$ cat src/design/csim_pkg.sv
package csim_pkg;

  localparam int unsigned MaxElementsDef = 32;
  localparam int unsigned FracBits       = 15;

  typedef enum logic [2:0] {
    BkIdle,
    BkMul,
    BkSqrt,
    BkDiv,
    BkOut
  } back_state_e;

endpackage

$ cat src/design/csim_front.sv
module csim_front #(
  parameter int unsigned MAX_ELEMENTS = csim_pkg::MaxElementsDef,
  parameter int unsigned AW = 36,
  parameter int unsigned DW = 37
) (
  input  logic                 clk_i,
  input  logic                 rst_ni,
  input  logic                 valid_i,
  output logic                 ready_o,
  input  logic signed [15:0]   a_value_i,
  input  logic signed [15:0]   b_value_i,
  input  logic                 last_i,
  input  logic                 full_i,
  output logic                 push_o,
  output logic [DW+2*AW-1:0]   entry_o
);

  localparam logic [AW:0] BoundX = (AW+1)'(MAX_ELEMENTS) << 30;

  logic signed [DW-1:0] dot_q, dot_d;
  logic [AW-1:0]        na_q, na_d, nb_q, nb_d;
  logic signed [31:0]   prod_ab, prod_aa, prod_bb;
  logic signed [DW:0]   dot_ext, pos_bound, neg_bound;
  logic [AW:0]          na_ext, nb_ext;
  logic signed [DW-1:0] dot_new;
  logic [AW-1:0]        na_new, nb_new;
  logic                 accept;

  assign ready_o = !full_i;
  assign accept  = valid_i && ready_o;

  assign prod_ab = a_value_i * b_value_i;
  assign prod_aa = a_value_i * a_value_i;
  assign prod_bb = b_value_i * b_value_i;

  assign pos_bound = $signed({1'b0, BoundX});
  assign neg_bound = -pos_bound;

  always_comb begin
    dot_ext = {dot_q[DW-1], dot_q} + (DW+1)'(prod_ab);
    na_ext  = {1'b0, na_q} + (AW+1)'(prod_aa[30:0]);
    nb_ext  = {1'b0, nb_q} + (AW+1)'(prod_bb[30:0]);

    // The sums clamp at the bound rather than wrap.
    if (dot_ext > pos_bound) begin
      dot_new = pos_bound[DW-1:0];
    end else if (dot_ext < neg_bound) begin
      dot_new = neg_bound[DW-1:0];
    end else begin
      dot_new = dot_ext[DW-1:0];
    end
    na_new = (na_ext > BoundX) ? BoundX[AW-1:0] : na_ext[AW-1:0];
    nb_new = (nb_ext > BoundX) ? BoundX[AW-1:0] : nb_ext[AW-1:0];

    dot_d = dot_q;
    na_d  = na_q;
    nb_d  = nb_q;
    if (accept) begin
      if (last_i) begin
        dot_d = '0;
        na_d  = '0;
        nb_d  = '0;
      end else begin
        dot_d = dot_new;
        na_d  = na_new;
        nb_d  = nb_new;
      end
    end
  end

  assign push_o  = accept && last_i;
  assign entry_o = {dot_new, na_new, nb_new};

  always_ff @(posedge clk_i or negedge rst_ni) begin
    if (!rst_ni) begin
      dot_q <= '0;
      na_q  <= '0;
      nb_q  <= '0;
    end else begin
      dot_q <= dot_d;
      na_q  <= na_d;
      nb_q  <= nb_d;
    end
  end

endmodule

$ cat src/design/csim_fifo.sv
module csim_fifo #(
  parameter int unsigned W = 8
) (
  input  logic         clk_i,
  input  logic         rst_ni,
  input  logic         push_i,
  input  logic [W-1:0] data_i,
  output logic         full_o,
  input  logic         pop_i,
  output logic         empty_o,
  output logic [W-1:0] data_o
);

  logic [W-1:0] mem_q [2];
  logic         wr_ptr_q, wr_ptr_d, rd_ptr_q, rd_ptr_d;
  logic [1:0]   count_q, count_d;

  assign full_o  = (count_q == 2'd2);
  assign empty_o = (count_q == 2'd0);
  assign data_o  = mem_q[rd_ptr_q];

  always_comb begin
    wr_ptr_d = wr_ptr_q ^ push_i;
    rd_ptr_d = rd_ptr_q ^ pop_i;
    count_d  = count_q + 2'(push_i) - 2'(pop_i);
  end

  always_ff @(posedge clk_i) begin
    if (push_i) begin
      mem_q[wr_ptr_q] <= data_i;
    end
  end

  always_ff @(posedge clk_i or negedge rst_ni) begin
    if (!rst_ni) begin
      wr_ptr_q <= 1'b0;
      rd_ptr_q <= 1'b0;
      count_q  <= 2'd0;
    end else begin
      wr_ptr_q <= wr_ptr_d;
      rd_ptr_q <= rd_ptr_d;
      count_q  <= count_d;
    end
  end

endmodule

$ cat src/design/csim_back.sv
module csim_back #(
  parameter int unsigned AW = 36,
  parameter int unsigned DW = 37
) (
  input  logic                clk_i,
  input  logic                rst_ni,
  input  logic                empty_i,
  input  logic [DW+2*AW-1:0]  entry_i,
  output logic                pop_o,
  output logic                valid_o,
  input  logic                ready_i,
  output logic [15:0]         similarity_o,
  output logic                zero_norm_o
);

  localparam int unsigned PW = 2 * AW;
  localparam int unsigned NW = AW + csim_pkg::FracBits;
  localparam int unsigned CW = $clog2(NW + 1);
  localparam logic [NW-1:0] MaxPos = NW'(32767);
  localparam logic [NW-1:0] MaxNeg = NW'(32768);

  csim_pkg::back_state_e state_q, state_d;

  logic signed [DW-1:0] dot_q, dot_d;
  logic [PW-1:0]        ma_q, ma_d, prod_q, prod_d;
  logic [AW-1:0]        mb_q, mb_d, root_q, root_d;
  logic [AW+1:0]        srem_q, srem_d, srem_t, trial;
  logic [AW:0]          drem_q, drem_d, drem_t;
  logic [NW-1:0]        num_q, num_d, quo_q, quo_d;
  logic [CW-1:0]        cnt_q, cnt_d;
  logic [15:0]          sim_q, sim_d;
  logic                 zero_q, zero_d;
  logic signed [DW-1:0] e_dot;
  logic [AW-1:0]        e_na, e_nb, mag;
  logic signed [DW-1:0] dot_abs;

  assign e_dot = entry_i[DW+2*AW-1:2*AW];
  assign e_na  = entry_i[2*AW-1:AW];
  assign e_nb  = entry_i[AW-1:0];

  assign valid_o      = (state_q == csim_pkg::BkOut);
  assign similarity_o = sim_q;
  assign zero_norm_o  = zero_q;

  assign dot_abs = dot_q[DW-1] ? -dot_q : dot_q;
  assign mag     = dot_abs[AW-1:0];
  assign srem_t  = {srem_q[AW-1:0], prod_q[PW-1:PW-2]};
  assign trial   = {root_q, 2'b01};
  assign drem_t  = {drem_q[AW-1:0], num_q[NW-1]};

  always_comb begin
    state_d = state_q;
    pop_o   = 1'b0;
    dot_d   = dot_q;
    ma_d    = ma_q;
    mb_d    = mb_q;
    prod_d  = prod_q;
    root_d  = root_q;
    srem_d  = srem_q;
    drem_d  = drem_q;
    num_d   = num_q;
    quo_d   = quo_q;
    cnt_d   = cnt_q;
    sim_d   = sim_q;
    zero_d  = zero_q;

    unique case (state_q)
      csim_pkg::BkIdle: begin
        if (!empty_i) begin
          pop_o  = 1'b1;
          dot_d  = e_dot;
          ma_d   = PW'(e_na);
          mb_d   = e_nb;
          prod_d = '0;
          cnt_d  = CW'(AW);
          if (e_na == '0 || e_nb == '0) begin
            sim_d   = '0;
            zero_d  = 1'b1;
            state_d = csim_pkg::BkOut;
          end else begin
            state_d = csim_pkg::BkMul;
          end
        end
      end
      csim_pkg::BkMul: begin
        // Shift-and-add product of the two squared norms.
        if (cnt_q == '0) begin
          root_d  = '0;
          srem_d  = '0;
          cnt_d   = CW'(AW);
          state_d = csim_pkg::BkSqrt;
        end else begin
          if (mb_q[0]) begin
            prod_d = prod_q + ma_q;
          end
          ma_d  = ma_q << 1;
          mb_d  = mb_q >> 1;
          cnt_d = cnt_q - 1'b1;
        end
      end
      csim_pkg::BkSqrt: begin
        // Digit-by-digit root, two radicand bits per step.
        if (cnt_q == '0) begin
          num_d   = {mag, {csim_pkg::FracBits{1'b0}}};
          drem_d  = '0;
          quo_d   = '0;
          cnt_d   = CW'(NW);
          state_d = csim_pkg::BkDiv;
        end else begin
          if (srem_t >= trial) begin
            srem_d = srem_t - trial;
            root_d = {root_q[AW-2:0], 1'b1};
          end else begin
            srem_d = srem_t;
            root_d = {root_q[AW-2:0], 1'b0};
          end
          prod_d = prod_q << 2;
          cnt_d  = cnt_q - 1'b1;
        end
      end
      csim_pkg::BkDiv: begin
        // Restoring division, one quotient bit per step.
        if (cnt_q == '0) begin
          zero_d = 1'b0;
          if (dot_q[DW-1]) begin
            sim_d = (quo_q > MaxNeg) ? 16'h8000 : 16'(-quo_q[15:0]);
          end else begin
            sim_d = (quo_q > MaxPos) ? 16'h7fff : quo_q[15:0];
          end
          state_d = csim_pkg::BkOut;
        end else begin
          if (drem_t >= {1'b0, root_q}) begin
            drem_d = drem_t - {1'b0, root_q};
            quo_d  = {quo_q[NW-2:0], 1'b1};
          end else begin
            drem_d = drem_t;
            quo_d  = {quo_q[NW-2:0], 1'b0};
          end
          num_d = num_q << 1;
          cnt_d = cnt_q - 1'b1;
        end
      end
      csim_pkg::BkOut: begin
        if (ready_i) begin
          state_d = csim_pkg::BkIdle;
        end
      end
      default: begin
        state_d = csim_pkg::BkIdle;
      end
    endcase
  end

  always_ff @(posedge clk_i or negedge rst_ni) begin
    if (!rst_ni) begin
      state_q <= csim_pkg::BkIdle;
      cnt_q   <= '0;
    end else begin
      state_q <= state_d;
      cnt_q   <= cnt_d;
    end
  end

  always_ff @(posedge clk_i) begin
    dot_q  <= dot_d;
    ma_q   <= ma_d;
    mb_q   <= mb_d;
    prod_q <= prod_d;
    root_q <= root_d;
    srem_q <= srem_d;
    drem_q <= drem_d;
    num_q  <= num_d;
    quo_q  <= quo_d;
    sim_q  <= sim_d;
    zero_q <= zero_d;
  end

endmodule

$ cat src/design/cosine_similarity_unit.sv
// Inputs are taken one per cycle while the queue is not full; the accumulators keep
// pace with the stream. Each vector's result is formed by the bit-serial multiplier,
// root and divider of the back end (AW = clog2(MAX_ELEMENTS+1) + 30); a two-entry queue
// lets the front keep streaming while up to two vectors wait there.
// Asynchronous active-low reset clears the accumulators, queue and sequencer.
module cosine_similarity_unit #(
  parameter int unsigned MAX_ELEMENTS = csim_pkg::MaxElementsDef
) (
  input  logic        clk_i,
  input  logic        rst_ni,
  input  logic        s_axis_tvalid_i,
  output logic        s_axis_tready_o,
  input  logic [31:0] s_axis_tdata_i,  // a_value [15:0], b_value [31:16]
  input  logic        s_axis_tlast_i,  // last
  output logic        m_axis_tvalid_o,
  input  logic        m_axis_tready_i,
  output logic [23:0] m_axis_tdata_o   // similarity [15:0], zero_norm [16], zeros above
);

  localparam int unsigned AW = $clog2(MAX_ELEMENTS + 1) + 30;
  localparam int unsigned DW = AW + 1;
  localparam int unsigned EW = DW + 2 * AW;

  logic          full, empty, push, pop, zero_norm;
  logic [EW-1:0] wr_entry, rd_entry;
  logic [15:0]   similarity;

  csim_front #(
    .MAX_ELEMENTS(MAX_ELEMENTS),
    .AW(AW),
    .DW(DW)
  ) u_front (
    .clk_i    (clk_i),
    .rst_ni   (rst_ni),
    .valid_i  (s_axis_tvalid_i),
    .ready_o  (s_axis_tready_o),
    .a_value_i(s_axis_tdata_i[15:0]),
    .b_value_i(s_axis_tdata_i[31:16]),
    .last_i   (s_axis_tlast_i),
    .full_i   (full),
    .push_o   (push),
    .entry_o  (wr_entry)
  );

  csim_fifo #(
    .W(EW)
  ) u_fifo (
    .clk_i  (clk_i),
    .rst_ni (rst_ni),
    .push_i (push),
    .data_i (wr_entry),
    .full_o (full),
    .pop_i  (pop),
    .empty_o(empty),
    .data_o (rd_entry)
  );

  csim_back #(
    .AW(AW),
    .DW(DW)
  ) u_back (
    .clk_i       (clk_i),
    .rst_ni      (rst_ni),
    .empty_i     (empty),
    .entry_i     (rd_entry),
    .pop_o       (pop),
    .valid_o     (m_axis_tvalid_o),
    .ready_i     (m_axis_tready_i),
    .similarity_o(similarity),
    .zero_norm_o (zero_norm)
  );

  assign m_axis_tdata_o = {7'd0, zero_norm, similarity};

endmodule
$ cat config.mk
export PLATFORM = sky130hd
export DESIGN_NAME = cosine_similarity_unit
export DESIGN_NICKNAME = d
export VERILOG_FILES = /design/src/design/csim_pkg.sv /design/src/design/csim_front.sv /design/src/design/csim_fifo.sv /design/src/design/csim_back.sv /design/src/design/cosine_similarity_unit.sv
export SDC_FILE = /design/constraint.sdc
export NUM_CORES = 2
export LEC_CHECK = 0
export BUFFER_PORTS_ARGS = -buffer_cell sky130_fd_sc_hd__buf_2
export CAP_MARGIN = 20
export CORE_UTILIZATION = 25
export CTS_CLUSTER_SIZE = 30
export DETAILED_ROUTE_END_ITERATION = 8
export GPL_ROUTABILITY_DRIVEN = 0
export GPL_TIMING_DRIVEN = 0
export SKIP_CTS_REPAIR_TIMING = 1
export SYNTH_ARGS = -nofsm -noshare
export SYNTH_HDL_FRONTEND = slang
export SYNTH_SLANG_ARGS = --single-unit
$ cat constraint.sdc
create_clock -name clk_i -period 36 [get_ports clk_i]
set_input_delay 3.6 -clock clk_i [delete_from_list [all_inputs] [get_ports clk_i]]
set_output_delay 3.6 -clock clk_i [all_outputs]
set_load 0.02 [all_outputs]
==> flow_metrics.tcl <==
set metrics [dict create \
    outcome "finished, final reports clean" \
    vias_per_cell 4.69 \
    wire_per_inst_um 17.2 \
    clock-sinks 769 \
    maxSlewViolCount 0 \
    drive_gt1_share_pct 4.38 \
    yosysTopAreaCellShare_pct 27.2 \
    avgSynthCellArea_um2 10.1 \
    period_share_pct 41.8 \
    regArea_um2 22500 \
    max_stage_delay_ns 0.84 \
    slowest_stage "clkbuf_1" \
    timing_worst_setup_path_type "in2reg" \
    r2r_setup_slack_ns 28.57 \
    fin_crit_ns 15.06 \
    grt_usage_pct 13.1 \
    vias 52000 \
    antenna_found_initial 29 \
    clk_pin_slew_ns 0.06 \
    grt_pass1_wl_mm 298 \
    ys_seq_elements 769 \
    ant_nets 0 \
    multi_input_area_um2 43900 \
    startpoint "s_axis_tdata_i[9]" \
    clock_latency_ns 0.68 \
    portBuffers 46 \
    async_flop_share_pct 15.9 \
    synth-main-ff-cell "edfxtp_1" \
    met3_wirelength_mm 14.1 \
    drt-met1-wl_mm 84.8 \
    seq_area_frac_synth_pct 31.5 \
    hpwl_mm 154 \
    synthToLayoutAreaGrowth_pct 11.9 \
    grt_max_degree 71 \
    hold_class "reg2reg" \
    r2r_cells 22 \
    drcViolationCount 0 \
    initial_utilization_pct 25.2 \
    end_kind "flip-flop" \
    fin_worst_skew_ns 0.0259 \
    h-tree-depth 3 \
    drt-initial-drc-count 3747 \
    synth_common_cells "inv_1 (1040), fa_1 (788), nand2_1 (693)" \
    setup_violations 0 \
    synth_cell_types 82 \
    layout.nets 8582 \
    yosysTopAreaCell "edfxtp_1" \
    top_layer_used "met5" \
    wl_met2_mm 85.5 \
    grt-ovfl-total 0 \
    synth_warnings 0 \
    die_w_um 536 \
    arrival_ns 15.54 \
    drv_cap 0 \
    dieArea_um2 288000 \
    rsz0062_at_grt "no" \
    synthCells 7087 \
    synth_edf_count 647 \
    wl_mm 190 \
    setup_tns_ns 0 \
    slew_headroom_pct 21.2 \
    critPathMostFrequentCell "fa_1" \
    die_y_um 536 \
    worst_pin_slew_ns 1.18 \
    synthTopCellsByArea "edfxtp_1 (27%), fa_1 (22%), ha_1 (8.7%), inv_1 (5.5%), dfrtp_1 (4.3%)" \
    r2r_end "u_fifo.mem_q[0][88]$_DFFE_PP_" \
    drt-pass1-iter-count 5 \
    cts-root-buf "clkbuf_16" \
    num_io_pins 63 \
    fmax_mhz 66.4 \
    cp.required_ns 36.48 \
    endpoint "u_fifo.mem_q[1][47]$_DFFE_PP_" \
    cts_tree "built" \
    cp_max_fo 10 \
    fillCellCount 29600 \
    rows 195 \
    grt_pass1_vias 53000 \
    cts_buffers 87 \
    syn_area_um2 71400 \
    yosysMostFrequentCell "inv_1" \
    startpoint_type "primary input" \
    clockBufferDepth 3 \
    r2r-start "u_front.dot_q[15]$_DFFE_PN0P_" \
    coreArea_um2 283000 \
    finalHoldViolCount 0 \
]
worst max-delay path: cells and delay by family:
kind                       cells  cell delay, ns
adders and majority gates      8            3.86
AOI/OAI and AO/OA             12            3.56
buffers and inverters          7            2.21
and+or+nand+nor                7            1.52
xor gates and xnor gates       1            0.41
muxes                          1            0.35
layout by cell type (no fill, tap or decap), types with 119 or more instances in the layout:
master    instances
o21ai_0         349
and2_1          178
xnor2_1         203
edfxtp_1        647
and3_1          119
nand2_1         693
dfrtp_1         122
fa_1            788
inv_1          1040
a21o_1          144
a21oi_1         312
xor2_1          148
clkbuf_1        280
nor2_1          456
ha_1            495
registers in the layout (all words and copies together) (netlist names):
name and cells:
u_back.drem_q 36, u_back.mb_q 36, u_fifo.wr_ptr_q 1, u_back.srem_q 36
u_fifo.mem_q 218, u_front.na_q 36, u_back.zero_norm_o 1, u_back.quo_q 51
u_back.prod_q 72, u_fifo.rd_ptr_q 1, u_back.similarity_o 16, u_fifo.count_q 2
u_back.num_q 36, u_back.cnt_q 6, u_back.state_q 3, u_front.dot_q 37
u_front.nb_q 36, u_back.root_q 36, u_back.ma_q 72, u_back.dot_q 37
stage by stage:
| step | utilization [%] | instance area (um^2) | instances | hold slack [ns] | setup slack, ns |
|---|---|---|---|---|---|
| after global placement | 27.0 | 76300 | 10900 | 0.470 | 10.17 |
| after detailed placement | 27.2 | 76900 | 10900 | 0.478 | 20.43 |
| after floorplan | - | 71400 | 7093 | 0.449 | 17.11 |
| after global routing | 28.2 | 79900 | 11100 | 0.515 | 20.17 |
| after CTS | 28.2 | 79800 | 11100 | 0.494 | 21.11 |
| final | 28.2 | 79900 | 11100 | 0.490 | 20.94 |
per-layer routing:
metal | vias to the layer above | global-route usage (%)
li1 | 24100 | -
met1 | 25900 | 17.9
met2 | 1608 | 21.0
met3 | 308 | 2.50
met4 | 18 | 3.83
met5 | - | 0
layout make-up:
type	instances	area share, %
multi-input combinational	4971	54.9
sequential	769	28.1
tap	3743	5.86
inverter	1056	4.96
clock buffer	105	2.88
buffer	297	1.48
timing repair buffer	78	0.877
clock inverter	57	0.858
antenna	5	0.0157
worst min-delay path by stage:
| stage | start | cells past startpoint | end |
|---|---|---|---|
| 2_1_floorplan | u_back.cnt_q[4]$_DFFE_PN0P_ | 2 | u_back.cnt_q[4]$_DFFE_PN0P_ |
| 3_3_place_gp | u_front.nb_q[0]$_DFFE_PN0P_ | 2 | u_front.nb_q[0]$_DFFE_PN0P_ |
| 3_5_place_dp | u_front.nb_q[26]$_DFFE_PN0P_ | 2 | u_front.nb_q[26]$_DFFE_PN0P_ |
| 4_1_cts | u_front.nb_q[10]$_DFFE_PN0P_ | 2 | u_front.nb_q[10]$_DFFE_PN0P_ |
| 5_1_grt | u_front.na_q[25]$_DFFE_PN0P_ | 1 | u_front.na_q[25]$_DFFE_PN0P_ |
| 6_report | u_front.nb_q[10]$_DFFE_PN0P_ | 2 | u_front.nb_q[10]$_DFFE_PN0P_ |
logic make-up after synthesis:
logic type                 share of synthesized area [%]
muxes                                               2.30
AOI/OAI and AO/OA                                   11.2
and+or+nand+nor                                     12.7
xor gates and xnor gates                            4.31
buffers and inverters                               7.21
DFF                                                 31.5
other                                            0.00525
adders and majority gates                           30.8
Power is not shown: default switching activity piles up to over one toggle a cycle in this logic, so the estimate is an artifact.
